===== config.mk =====
export PLATFORM = sky130hd
export DESIGN_NAME = sha256_hash_engine_top
export DESIGN_NICKNAME = d
export VERILOG_FILES = /design/src/rtl/sha256_pkg.sv /design/src/rtl/sha256_sched.sv /design/src/rtl/sha256_round.sv /design/src/rtl/sha256_hash_engine_top.sv
export SDC_FILE = /design/constraint.sdc
export NUM_CORES = 2
export LEC_CHECK = 0
export BUFFER_PORTS_ARGS = -buffer_cell sky130_fd_sc_hd__buf_4
export CORE_ASPECT_RATIO = 2
export CORE_MARGIN = 10
export CORE_UTILIZATION = 30
export CTS_CLUSTER_DIAMETER = 100
export DETAILED_ROUTE_END_ITERATION = 7
export GPL_ROUTABILITY_DRIVEN = 0
export PLACE_DENSITY_LB_ADDON = 0.15
export SYNTH_ARGS = -nofsm -noshare
export SYNTH_HDL_FRONTEND = slang
export SYNTH_SLANG_ARGS = --single-unit
export TNS_END_PERCENT = 50

===== constraint.sdc =====
create_clock -name clk -period 32.3 [get_ports clk]
set_input_delay 3.23 -clock clk [delete_from_list [all_inputs] [get_ports clk]]
set_output_delay 3.23 -clock clk [all_outputs]
set_load 0.005 [all_outputs]

===== src/rtl/sha256_pkg.sv =====
// sha256_pkg: shared types, round constants and sigma functions of the hash engine
// depends on nothing; used by every module under rtl
package sha256_pkg;

    // field widths
    localparam int WORD_W = 32;
    localparam int CNT_W  = 61;
    localparam int LEN_W  = 64;

    // eight 32-bit words, element 0 is word a / h0
    typedef logic [7:0][WORD_W-1:0] sha256_state_t;

    // input item
    typedef struct packed {
        logic              req_type;
        logic [WORD_W-1:0] data_word;
        logic [2:0]        word_index;
        logic [2:0]        valid_bytes;
        logic              last_word;
    } sha256_in_t;

    // result item
    typedef struct packed {
        logic [WORD_W-1:0] digest_word;
        logic [2:0]        digest_index;
        logic              digest_last;
    } sha256_out_t;

    // request types
    localparam logic REQ_MSG  = 1'b0;
    localparam logic REQ_LOAD = 1'b1;

    // sequencer states
    typedef enum logic [2:0] {
        ST_IDLE,
        ST_PAD,
        ST_ROUND,
        ST_FOLD,
        ST_OUT
    } sha256_fsm_t;

    // control from the sequencer to the datapath
    typedef struct packed {
        logic       push;
        logic       load;
        logic       step;
        logic [5:0] rnd;
    } sha256_ctl_t;

    // padding markers, the last round index and the word, digest and byte positions
    localparam logic [WORD_W-1:0] PAD_MARK  = 32'h8000_0000;
    localparam logic [7:0]        PAD_BYTE  = 8'h80;
    localparam logic [5:0]        LAST_RND  = 6'd63;
    localparam logic [3:0]        LAST_WPOS = 4'd15;
    localparam logic [3:0]        LEN_HI_POS = 4'd14;
    localparam logic [2:0]        LAST_DIGEST = 3'd7;
    localparam logic [2:0]        FULL_BYTES = 3'd4;

    // standard initial hash value, h0 in the low word
    localparam sha256_state_t INIT_HASH = {
        32'h5be0cd19, 32'h1f83d9ab, 32'h9b05688c, 32'h510e527f,
        32'ha54ff53a, 32'h3c6ef372, 32'hbb67ae85, 32'h6a09e667
    };

    // round constants
    localparam logic [WORD_W-1:0] ROUND_K [64] = '{
        32'h428a2f98, 32'h71374491, 32'hb5c0fbcf, 32'he9b5dba5,
        32'h3956c25b, 32'h59f111f1, 32'h923f82a4, 32'hab1c5ed5,
        32'hd807aa98, 32'h12835b01, 32'h243185be, 32'h550c7dc3,
        32'h72be5d74, 32'h80deb1fe, 32'h9bdc06a7, 32'hc19bf174,
        32'he49b69c1, 32'hefbe4786, 32'h0fc19dc6, 32'h240ca1cc,
        32'h2de92c6f, 32'h4a7484aa, 32'h5cb0a9dc, 32'h76f988da,
        32'h983e5152, 32'ha831c66d, 32'hb00327c8, 32'hbf597fc7,
        32'hc6e00bf3, 32'hd5a79147, 32'h06ca6351, 32'h14292967,
        32'h27b70a85, 32'h2e1b2138, 32'h4d2c6dfc, 32'h53380d13,
        32'h650a7354, 32'h766a0abb, 32'h81c2c92e, 32'h92722c85,
        32'ha2bfe8a1, 32'ha81a664b, 32'hc24b8b70, 32'hc76c51a3,
        32'hd192e819, 32'hd6990624, 32'hf40e3585, 32'h106aa070,
        32'h19a4c116, 32'h1e376c08, 32'h2748774c, 32'h34b0bcb5,
        32'h391c0cb3, 32'h4ed8aa4a, 32'h5b9cca4f, 32'h682e6ff3,
        32'h748f82ee, 32'h78a5636f, 32'h84c87814, 32'h8cc70208,
        32'h90befffa, 32'ha4506ceb, 32'hbef9a3f7, 32'hc67178f2
    };

    // compression sigma on word a
    function automatic logic [WORD_W-1:0] big_sigma0(input logic [WORD_W-1:0] x);
        big_sigma0 = {x[1:0], x[31:2]} ^ {x[12:0], x[31:13]} ^ {x[21:0], x[31:22]};
    endfunction

    // compression sigma on word e
    function automatic logic [WORD_W-1:0] big_sigma1(input logic [WORD_W-1:0] x);
        big_sigma1 = {x[5:0], x[31:6]} ^ {x[10:0], x[31:11]} ^ {x[24:0], x[31:25]};
    endfunction

    // schedule sigma on w[t-15]
    function automatic logic [WORD_W-1:0] small_sigma0(input logic [WORD_W-1:0] x);
        small_sigma0 = {x[6:0], x[31:7]} ^ {x[17:0], x[31:18]} ^ {3'b000, x[31:3]};
    endfunction

    // schedule sigma on w[t-2]
    function automatic logic [WORD_W-1:0] small_sigma1(input logic [WORD_W-1:0] x);
        small_sigma1 = {x[16:0], x[31:17]} ^ {x[18:0], x[31:19]} ^ {10'b0, x[31:10]};
    endfunction

endpackage


===== src/rtl/sha256_sched.sv =====
// sha256_sched: sixteen-word message window that doubles as the rolling schedule
// depends on sha256_pkg
module sha256_sched (
    input  logic                           clk,
    input  sha256_pkg::sha256_ctl_t        ctl,
    input  logic [sha256_pkg::WORD_W-1:0]  push_word,
    output logic [sha256_pkg::WORD_W-1:0]  w_cur
);

    logic [sha256_pkg::WORD_W-1:0] win_reg [16];
    logic [sha256_pkg::WORD_W-1:0] sched_word;
    logic [sha256_pkg::WORD_W-1:0] in_word;

    // next schedule word from taps of the window
    assign sched_word = win_reg[0] + sha256_pkg::small_sigma0(win_reg[1])
                      + win_reg[9] + sha256_pkg::small_sigma1(win_reg[14]);

    assign in_word = ctl.step ? sched_word : push_word;
    assign w_cur   = win_reg[0];

    // shift line, oldest word at the bottom
    always_ff @(posedge clk)
    begin
        if (ctl.push || ctl.step)
        begin
            for (int i = 0; i < 15; i++)
            begin
                win_reg[i] <= win_reg[i+1];
            end
            win_reg[15] <= in_word;
        end
    end

endmodule


===== src/rtl/sha256_round.sv =====
// sha256_round: working variables a..h and the shared one-round compression unit
// depends on sha256_pkg
module sha256_round (
    input  logic                           clk,
    input  sha256_pkg::sha256_ctl_t        ctl,
    input  sha256_pkg::sha256_state_t      chain,
    input  logic [sha256_pkg::WORD_W-1:0]  w_cur,
    output sha256_pkg::sha256_state_t      vars
);

    sha256_pkg::sha256_state_t     vars_reg;
    logic [sha256_pkg::WORD_W-1:0] t1;
    logic [sha256_pkg::WORD_W-1:0] t2;
    logic [sha256_pkg::WORD_W-1:0] ch;
    logic [sha256_pkg::WORD_W-1:0] maj;

    // round function
    assign ch  = (vars_reg[4] & vars_reg[5]) ^ (~vars_reg[4] & vars_reg[6]);
    assign maj = (vars_reg[0] & vars_reg[1]) ^ (vars_reg[0] & vars_reg[2])
               ^ (vars_reg[1] & vars_reg[2]);
    assign t1  = vars_reg[7] + sha256_pkg::big_sigma1(vars_reg[4]) + ch
               + sha256_pkg::ROUND_K[ctl.rnd] + w_cur;
    assign t2  = sha256_pkg::big_sigma0(vars_reg[0]) + maj;

    // load from chaining value or advance one round
    always_ff @(posedge clk)
    begin
        if (ctl.load)
        begin
            vars_reg <= chain;
        end
        else if (ctl.step)
        begin
            vars_reg[7] <= vars_reg[6];
            vars_reg[6] <= vars_reg[5];
            vars_reg[5] <= vars_reg[4];
            vars_reg[4] <= vars_reg[3] + t1;
            vars_reg[3] <= vars_reg[2];
            vars_reg[2] <= vars_reg[1];
            vars_reg[1] <= vars_reg[0];
            vars_reg[0] <= t1 + t2;
        end
    end

    assign vars = vars_reg;

endmodule


===== src/rtl/sha256_hash_engine_top.sv =====
// sha256_hash_engine_top: sequencer, chaining value, byte count and digest output
// depends on sha256_pkg, sha256_sched, sha256_round
//
//  channel  | handshake              | payload
//  ---------+------------------------+-------------------------------
//  in       | in_valid / in_ready    | in_item  (sha256_pkg::sha256_in_t)
//  out      | out_valid / out_ready  | out_item (sha256_pkg::sha256_out_t)
//  cfg      | cfg_we                 | cfg_wdata (length offset in bytes)
//
// an item is taken while in_ready is high; a word that fills a block then holds in_ready
// low through the rounds on the shared round unit and the fold that follows
// padding pushes one word per cycle; a last word then runs its padding blocks before the
// eight digest items, one per cycle while out_ready is high
// in_ready stays low from a last word until the eighth digest item is taken
// rst_n clears control state and restores the standard initial hash value
module sha256_hash_engine_top (
    input  logic                             clk,
    input  logic                             rst_n,
    input  logic                             in_valid,
    output logic                             in_ready,
    input  sha256_pkg::sha256_in_t           in_item,
    output logic                             out_valid,
    input  logic                             out_ready,
    output sha256_pkg::sha256_out_t          out_item,
    input  logic                             cfg_we,
    input  logic [sha256_pkg::CNT_W-1:0]     cfg_wdata
);

    sha256_pkg::sha256_fsm_t       state_reg, state_next;
    sha256_pkg::sha256_state_t     chain_reg, chain_next;
    logic [sha256_pkg::CNT_W-1:0]  cnt_reg, cnt_next;
    logic [sha256_pkg::CNT_W-1:0]  offset_reg;
    logic [3:0]                    wpos_reg, wpos_next;
    logic [5:0]                    rnd_reg, rnd_next;
    logic [2:0]                    idx_reg, idx_next;
    logic                          pad_reg, pad_next;
    logic                          mark_reg, mark_next;
    logic                          skip_reg, skip_next;
    logic                          fin_reg, fin_next;

    sha256_pkg::sha256_ctl_t       ctl;
    logic [sha256_pkg::WORD_W-1:0] push_word;
    logic [sha256_pkg::WORD_W-1:0] w_cur;
    sha256_pkg::sha256_state_t     vars;
    logic [sha256_pkg::CNT_W-1:0]  len_bytes;
    logic [sha256_pkg::LEN_W-1:0]  len_bits;
    logic [2:0]                    nv;
    logic [sha256_pkg::WORD_W-1:0] tail_word;

    // datapath
    sha256_sched u_sched (
        .clk       (clk),
        .ctl       (ctl),
        .push_word (push_word),
        .w_cur     (w_cur)
    );

    sha256_round u_round (
        .clk   (clk),
        .ctl   (ctl),
        .chain (chain_reg),
        .w_cur (w_cur),
        .vars  (vars)
    );

    // length field, wraps modulo 2^64
    assign len_bytes = cnt_reg + offset_reg;
    assign len_bits  = {len_bytes, 3'b000};

    // valid bytes of the last word, capped at four
    assign nv = (in_item.valid_bytes >= sha256_pkg::FULL_BYTES) ?
                sha256_pkg::FULL_BYTES : in_item.valid_bytes;

    // last word, with the padding marker folded in when fewer than four bytes are valid
    always_comb
    begin
        unique case (nv)
            3'd0:    tail_word = {sha256_pkg::PAD_BYTE, 24'h0};
            3'd1:    tail_word = {in_item.data_word[31:24], sha256_pkg::PAD_BYTE, 16'h0};
            3'd2:    tail_word = {in_item.data_word[31:16], sha256_pkg::PAD_BYTE, 8'h0};
            3'd3:    tail_word = {in_item.data_word[31:8], sha256_pkg::PAD_BYTE};
            default: tail_word = in_item.data_word;
        endcase
    end

    // outputs
    assign in_ready  = (state_reg == sha256_pkg::ST_IDLE);
    assign out_valid = (state_reg == sha256_pkg::ST_OUT);
    assign out_item.digest_word  = chain_reg[idx_reg];
    assign out_item.digest_index = idx_reg;
    assign out_item.digest_last  = (idx_reg == sha256_pkg::LAST_DIGEST);

    // sequencer
    always_comb
    begin
        state_next = state_reg;
        chain_next = chain_reg;
        cnt_next   = cnt_reg;
        rnd_next   = rnd_reg;
        idx_next   = idx_reg;
        pad_next   = pad_reg;
        mark_next  = mark_reg;
        skip_next  = skip_reg;
        fin_next   = fin_reg;
        push_word  = '0;
        ctl        = '0;
        ctl.rnd    = rnd_reg;

        unique case (state_reg)
            sha256_pkg::ST_IDLE:
            begin
                if (in_valid)
                begin
                    if (in_item.req_type == sha256_pkg::REQ_LOAD)
                    begin
                        chain_next[in_item.word_index] = in_item.data_word;
                    end
                    else if (!in_item.last_word)
                    begin
                        ctl.push  = 1'b1;
                        push_word = in_item.data_word;
                        cnt_next  = cnt_reg + sha256_pkg::CNT_W'(sha256_pkg::FULL_BYTES);
                    end
                    else
                    begin
                        ctl.push  = 1'b1;
                        push_word = tail_word;
                        cnt_next  = cnt_reg + sha256_pkg::CNT_W'(nv);
                        pad_next  = 1'b1;
                        mark_next = (nv == sha256_pkg::FULL_BYTES);
                        skip_next = (nv != sha256_pkg::FULL_BYTES) &&
                                    (wpos_reg == sha256_pkg::LEN_HI_POS);
                        state_next = sha256_pkg::ST_PAD;
                    end
                    if (ctl.push && wpos_reg == sha256_pkg::LAST_WPOS)
                    begin
                        ctl.load   = 1'b1;
                        state_next = sha256_pkg::ST_ROUND;
                    end
                end
            end

            sha256_pkg::ST_PAD:
            begin
                ctl.push = 1'b1;
                if (mark_reg)
                begin
                    push_word = sha256_pkg::PAD_MARK;
                    mark_next = 1'b0;
                    skip_next = (wpos_reg == sha256_pkg::LEN_HI_POS);
                end
                else if (wpos_reg == sha256_pkg::LEN_HI_POS)
                begin
                    push_word = len_bits[63:32];
                end
                else if (wpos_reg == sha256_pkg::LAST_WPOS)
                begin
                    // marker landed in word 14: length goes to the next block
                    skip_next = 1'b0;
                    if (!skip_reg)
                    begin
                        push_word = len_bits[31:0];
                        fin_next  = 1'b1;
                        pad_next  = 1'b0;
                    end
                end
                if (wpos_reg == sha256_pkg::LAST_WPOS)
                begin
                    ctl.load   = 1'b1;
                    state_next = sha256_pkg::ST_ROUND;
                end
            end

            sha256_pkg::ST_ROUND:
            begin
                ctl.step = 1'b1;
                rnd_next = rnd_reg + 6'd1;
                if (rnd_reg == sha256_pkg::LAST_RND)
                begin
                    state_next = sha256_pkg::ST_FOLD;
                end
            end

            sha256_pkg::ST_FOLD:
            begin
                for (int i = 0; i < 8; i++)
                begin
                    chain_next[i] = chain_reg[i] + vars[i];
                end
                priority if (fin_reg)
                begin
                    state_next = sha256_pkg::ST_OUT;
                end
                else if (pad_reg)
                begin
                    state_next = sha256_pkg::ST_PAD;
                end
                else
                begin
                    state_next = sha256_pkg::ST_IDLE;
                end
            end

            sha256_pkg::ST_OUT:
            begin
                if (out_ready)
                begin
                    idx_next = idx_reg + 3'd1;
                    if (idx_reg == sha256_pkg::LAST_DIGEST)
                    begin
                        chain_next = sha256_pkg::INIT_HASH;
                        cnt_next   = '0;
                        fin_next   = 1'b0;
                        state_next = sha256_pkg::ST_IDLE;
                    end
                end
            end

            default:
            begin
                state_next = sha256_pkg::ST_IDLE;
            end
        endcase

        wpos_next = ctl.push ? wpos_reg + 4'd1 : wpos_reg;
    end

    // state registers
    always_ff @(posedge clk or negedge rst_n)
    begin
        if (!rst_n)
        begin
            state_reg  <= sha256_pkg::ST_IDLE;
            chain_reg  <= sha256_pkg::INIT_HASH;
            cnt_reg    <= '0;
            wpos_reg   <= '0;
            rnd_reg    <= '0;
            idx_reg    <= '0;
            pad_reg    <= 1'b0;
            mark_reg   <= 1'b0;
            skip_reg   <= 1'b0;
            fin_reg    <= 1'b0;
        end
        else
        begin
            state_reg  <= state_next;
            chain_reg  <= chain_next;
            cnt_reg    <= cnt_next;
            wpos_reg   <= wpos_next;
            rnd_reg    <= rnd_next;
            idx_reg    <= idx_next;
            pad_reg    <= pad_next;
            mark_reg   <= mark_next;
            skip_reg   <= skip_next;
            fin_reg    <= fin_next;
        end
    end

    // length offset register
    always_ff @(posedge clk or negedge rst_n)
    begin
        if (!rst_n)
        begin
            offset_reg <= '0;
        end
        else if (cfg_we)
        begin
            offset_reg <= cfg_wdata;
        end
    end

    // checks
    a_no_overlap: assert property (@(posedge clk) disable iff (!rst_n)
        !(in_ready && out_valid))
        else $error("input taken while digest is pending");

    a_round_aligned: assert property (@(posedge clk) disable iff (!rst_n)
        (state_reg == sha256_pkg::ST_ROUND) |-> (wpos_reg == '0))
        else $error("rounds running on a partial block");

    a_digest_clean: assert property (@(posedge clk) disable iff (!rst_n)
        out_valid |-> (!pad_reg && !mark_reg && wpos_reg == '0))
        else $error("digest shown with padding unfinished");

    a_back_to_idle: assert property (@(posedge clk) disable iff (!rst_n)
        (out_valid && out_ready && out_item.digest_last) |=> (in_ready && cnt_reg == '0))
        else $error("engine not cleared after last digest item");

    a_round_start: assert property (@(posedge clk) disable iff (!rst_n)
        $rose(state_reg == sha256_pkg::ST_ROUND) |-> (rnd_reg == '0))
        else $error("round counter not at zero on block start");

endmodule

# Word-level counts from Yosys, hierarchy flattened
# Memory sizes are Yosys's and may differ from the RTL's.
# Cells that the tools add are included.
[totals] n_memories=2 mem_bits_ro=2048 reg_bits=654 mem_bits_rw=512 inputBits=106 out_inout_bits=38 word_cells=200
[memory_table] name="(no name shown)" depth=64 word_bits=32 read_ports=1 rd_ports_with_merged_regs=0 wr=0 line="sha256_round.sv:22" source="+ sha256_pkg::ROUND_K[ctl.rnd] + w_cur;"
[memory_table] name="u_sched.win_reg" depth=16 word_bits=32 read_ports=16 rd_ports_with_merged_regs=0 wr=16 line="sha256_sched.sv:10" source="logic [sha256_pkg::WORD_W-1:0] win_reg [16];"
[op_classes] n_mux=78 eq_ne=28 reduce_logical=19 order_cmp=5 bitwise_logic=18 add_sub_neg=24
[ops] cell="256-bit two-way mux" n=6
[ops] cell="256-bit one-hot mux with 3 select lines" n=1
[ops] cell="32-bit adder" n=18
[ops] cell="32-bit two-way mux" n=12
[ops] cell="61-bit two-way mux" n=5
[ops] cell="32-bit bitwise XOR" n=9
[ops] cell="256-bit bitwise mux" n=1
[ops] cell="32-bit AND" n=5
[ops] cell="32-bit one-hot mux with 4 select lines" n=1
[ops] cell="61-bit one-hot mux with 2 select lines" n=1
[ops] cell="32-bit binary-select mux with 3-bit select" n=1
[ops] cell="32-bit demux with 3-bit select" n=1
[ops] cell="32-bit one-hot mux with 2 select lines" n=1
[ops] cell="61-bit by 3-bit adder with 61-bit output" n=1
[ops] cell="61-bit by 3-bit adder with 61-bit output, second input constant" n=1
[ops] cell="61-bit adder" n=1
[ops] cell="32-bit inverter" n=1
[ops] cell="32-bit by 22-bit bitwise XOR with 32-bit output" n=1
[ops] cell="32-bit by 29-bit bitwise XOR with 32-bit output" n=1
[ops] cell="1-bit two-way mux" n=31
[ops] cell="3-bit two-way mux" n=10
[ops] cell="3-bit one-hot mux with 5 select lines" n=1
[ops] cell="2-bit != test, second input constant" n=7
[ops] cell="7-bit AND reduction" n=2
[ops] cell="30 further kinds" n=53

# Depth between registers and ports, before layout
[depth] word_depth=10 depth_mapped=40 ltp_nobuf=38

# Modules after synthesis
# From an unflattened synthesis, not the netlist that was laid out.
[hier_totals] cells_unflattened=7635 hier_area_um2=79455.0
[by_module_without_submodules] mod="sha256_hash_engine_top" cells_per_inst=4128 seq_area_each_um2=10129.7 area_per_inst_um2=35696.7 instances=1
[by_module_without_submodules] mod="sha256_round" cells_per_inst=2324 seq_area_each_um2=7687.4 area_per_inst_um2=23122.2 instances=1
[by_module_without_submodules] mod="sha256_sched" cells_per_inst=1183 seq_area_each_um2=15374.7 area_per_inst_um2=20636.0 instances=1

# Worst setup path after synthesis
# OpenSTA, ideal clock, no wires.
[synth_timing] path_kind="input to register" start="input port in_valid" end="memory u_sched.win_reg[0][0] in the netlist's numbering (enable)" path_stages=4 slack_ns=16.588 required_ns=28.649 arrival_time_ns=12.060 setup_ns=3.651 n_path_buf=0 cell_sequence="nor2b_1 > and2_0 > nor2_1 > nand2_1"
[synth_rtl] element="start: declaration" line="sha256_hash_engine_top.sv:19" source="input logic in_valid,"
[synth_rtl] element="end: declaration" line="sha256_sched.sv:10"

# Worst setup path after layout
[layout_timing] start="register rnd_reg[0]" end="register u_round.vars_reg (netlist bit u_round.vars[31]), data pin"
[layout_between] elab_chain_len=9
[layout_lines] element="start: declaration" line="sha256_hash_engine_top.sv:34" source="logic [5:0] rnd_reg, rnd_next;"
[layout_lines] element="start signal: assignment" line="sha256_hash_engine_top.sv:250" source="rnd_reg <= rnd_next;"
[layout_lines] element="6-bit inverter with 7-bit output (not written as such)" line="sha256_round.sv:22"
[layout_lines] element="memory 64 x 32 bit"
[layout_lines] element="32-bit two-way mux (not written as such) (2 in a row)" line="sha256_round.sv:22"
[layout_lines] element="32-bit adder (2 in a row)" line="sha256_round.sv:22"
[layout_lines] element="32-bit adder" line="sha256_round.sv:41" source="vars_reg[0] <= t1 + t2;"
[layout_lines] element="256-bit two-way mux" line="sha256_round.sv:32" source="else if (ctl.step)"
[layout_lines] element="256-bit two-way mux" line="sha256_round.sv:28" source="if (ctl.load)"
[layout_lines] element="end signal: assignment" line="sha256_round.sv:30" source="vars_reg <= chain;"
[layout_lines] element="end: declaration" line="sha256_round.sv:11" source="sha256_pkg::sha256_state_t vars_reg;"
# Every way passes these cells. The select of a mux whose other input is x is not followed.
# A chain may end at the register's enable or synchronous reset.

==> results.cfg <==
[status]
outcome = completed

[run]
maxCapViolations = 0

[sta]
tightest_slew_ns = 1.33
rsz0062_at_grt = false
setup_violations = 0
fin_skew_ns = 0.0681
fin_tns_setup_ns = 0
finalCriticalPeriod_ns = 11.62
period_share = 0.360
fmax_mhz = 86.1
slew_violations = 0
hold_viol_final = 0
relSlewSlack = 0.0998

[routing]
vias = 60800
dr.pass1.iters = 6
drt-initial-drc-count = 5098
wl_per_cell_um = 30.2
drc = 0
routed_wl_mm = 331
viasPerCell = 5.55
ant_nets = 0

[min_path]
hold_class = reg -> reg
hold_depth = 0

[yosys]
ys_warn_count = 0
ys_ff_latch = 1166
netlist_area_um2 = 77200
ys.flop_type = edfxtp_1
ys_types = 102
synthArstFlopShare = 0.341
syn_inst = 7551
syn_nets = 8313
ys_seq_area_frac = 0.430
synth_edf_count = 768
syn_area_per_cell_um2 = 10.2

[clocking]
cts_tree = done
insertion_delay_ns = 0.80
clockBufferDepth = 3
cts_resized = 0
cts_setup_buffers = 0
clk_pin_slew_ns = 0.08
clockRootBuffer = clkbuf_16
cts.sinks = 1166
htree_levels = 3
cts_buffers = 116
hold_buffers = 0

[layout]
final-seq-area_um2 = 33200
drive_gt1_frac = 0.116
areaGrowthSynthToFinish_pct = 11.4
fin_nets = 8290
fillers = 25900
multi_input_area_um2 = 41700

[floorplan]
die-area_um2 = 279000
die_w_um = 379
core_area_um2 = 256000
rows = 263
ios = 144
die_h_um = 737
start_util = 0.301

[global_route]
gr-total-overflow = 0
grt_pass1_vias = 62300
grt_util_all_layers = 0.233
grt_pass1_wl_mm = 465
grt_max_degree = 132
antenna_found_initial = 25

[critical_path]
critical_path.max_fanout = 19
worst-path-buf-inv = 3
crit_top_cell = a21oi_1
cp-start-kind = flop
critical_path_class = reg -> reg
required_ns = 32.94
arrival_ns = 12.25
path_depth = 34
crit_family = compound AO/OA/AOI/OAI gates
end_kind = flop
reg2regPathDepth = 34
cp_slowest_cell = a2111oi_0
slowest_delay_ns = 0.87

[placement]
detailed_place_hpwl_mm = 256
portBuffers = 143
[cells in the final DEF (no fill, tap or decap), types with 53 or more instances in the layout]
| cell type | n |
|---|---|
| mux4_2 | 72 |
| xor2_1 | 216 |
| o211ai_1 | 53 |
| a21oi_1 | 542 |
| dfrtp_1 | 256 |
| nor2b_1 | 54 |
| nor3_1 | 96 |
| dfstp_2 | 136 |
| fa_1 | 197 |
| edfxtp_1 | 768 |
| xnor2_1 | 477 |
| nor2_1 | 457 |
| nand3_1 | 114 |
| mux2_2 | 128 |
| buf_4 | 257 |
| clkbuf_16 | 121 |
| o21bai_1 | 68 |
| o21ai_0 | 465 |
| a221oi_1 | 145 |
| nand2_1 | 1114 |
| a211oi_1 | 54 |
| ha_1 | 459 |
| a31oi_1 | 54 |
| nand2b_1 | 63 |
| a21o_1 | 233 |
| inv_1 | 236 |
| o21a_1 | 64 |
[per-layer routing]
layer,routed length [um],vias up,GRT usage
li1,-,27300,-
met1,109000,30500,0.228
met2,171000,2144,0.424
met3,14500,874,0.0343
met4,35900,8,0.205
met5,57,-,0
[synth_stat cells (all sizes together), types with 146 or more instances]
cell,n,area [um2]
dfrtp,262,6560
nor2,471,1770
a221oi,146,1280
clkbuf,374,1430
edfxtp,768,23100
o21ai,475,2380
nand2,1121,4210
a21oi,547,2750
inv,238,893
xor2,216,1890
xnor2,477,4180
a21o,238,1790
ha,459,5740
fa,197,3940
[logic make-up after synthesis]
group                      synth area share
xor gates and xnor gates             0.0789
DFF                                   0.430
adders and majority gates             0.129
muxes                                0.0420
buffers and inverters                0.0319
AOI/OAI and AO/OA                     0.166
and+or+nand+nor                       0.122
[final timing paths]
check                                                  start                                 to  slack (ns)
min                        u_sched.win_reg[11][27]$_DFFE_PP_  u_sched.win_reg[10][27]$_DFFE_PP_        0.36
min in group asynchronous                              rst_n            cnt_reg[59]$_DFFE_PN0P_        2.41
min reg2reg                u_sched.win_reg[11][27]$_DFFE_PP_  u_sched.win_reg[10][27]$_DFFE_PP_        0.36
max in group asynchronous                              rst_n                          async pin       27.08
max reg2reg                           rnd_reg[0]$_DFFE_PN0P_         u_round.vars[31]$_DFFE_PP_       20.68
max                                   rnd_reg[0]$_DFFE_PN0P_         u_round.vars[31]$_DFFE_PP_       20.68
[area by class of cell]
type / instances / share of cell area
Antenna cell: 12 / 0.000349
Clock buffer: 157 / 0.0385
Clock inverter: 61 / 0.00799
Inverter: 240 / 0.0105
Multi-Input combinational cell: 5741 / 0.485
Sequential cell: 1166 / 0.386
Tap cell: 3312 / 0.0482
Timing Repair Buffer: 263 / 0.0234
[through the flow]
step	setup slack, ns	instances	hold WS [ns]	cell area (um2)	utilization
global placement	20.76	10700	0.400	81900	0.320
CTS	20.88	10900	0.364	85900	0.335
floorplan	16.59	7551	0.400	77200	-
detailed placement	20.94	10700	0.405	81900	0.320
finish	20.68	11000	0.359	86000	0.336
global route	20.33	10900	0.379	86000	0.335
Power is not shown: default switching activity piles up to over one toggle a cycle in this logic, so the estimate is an artifact.
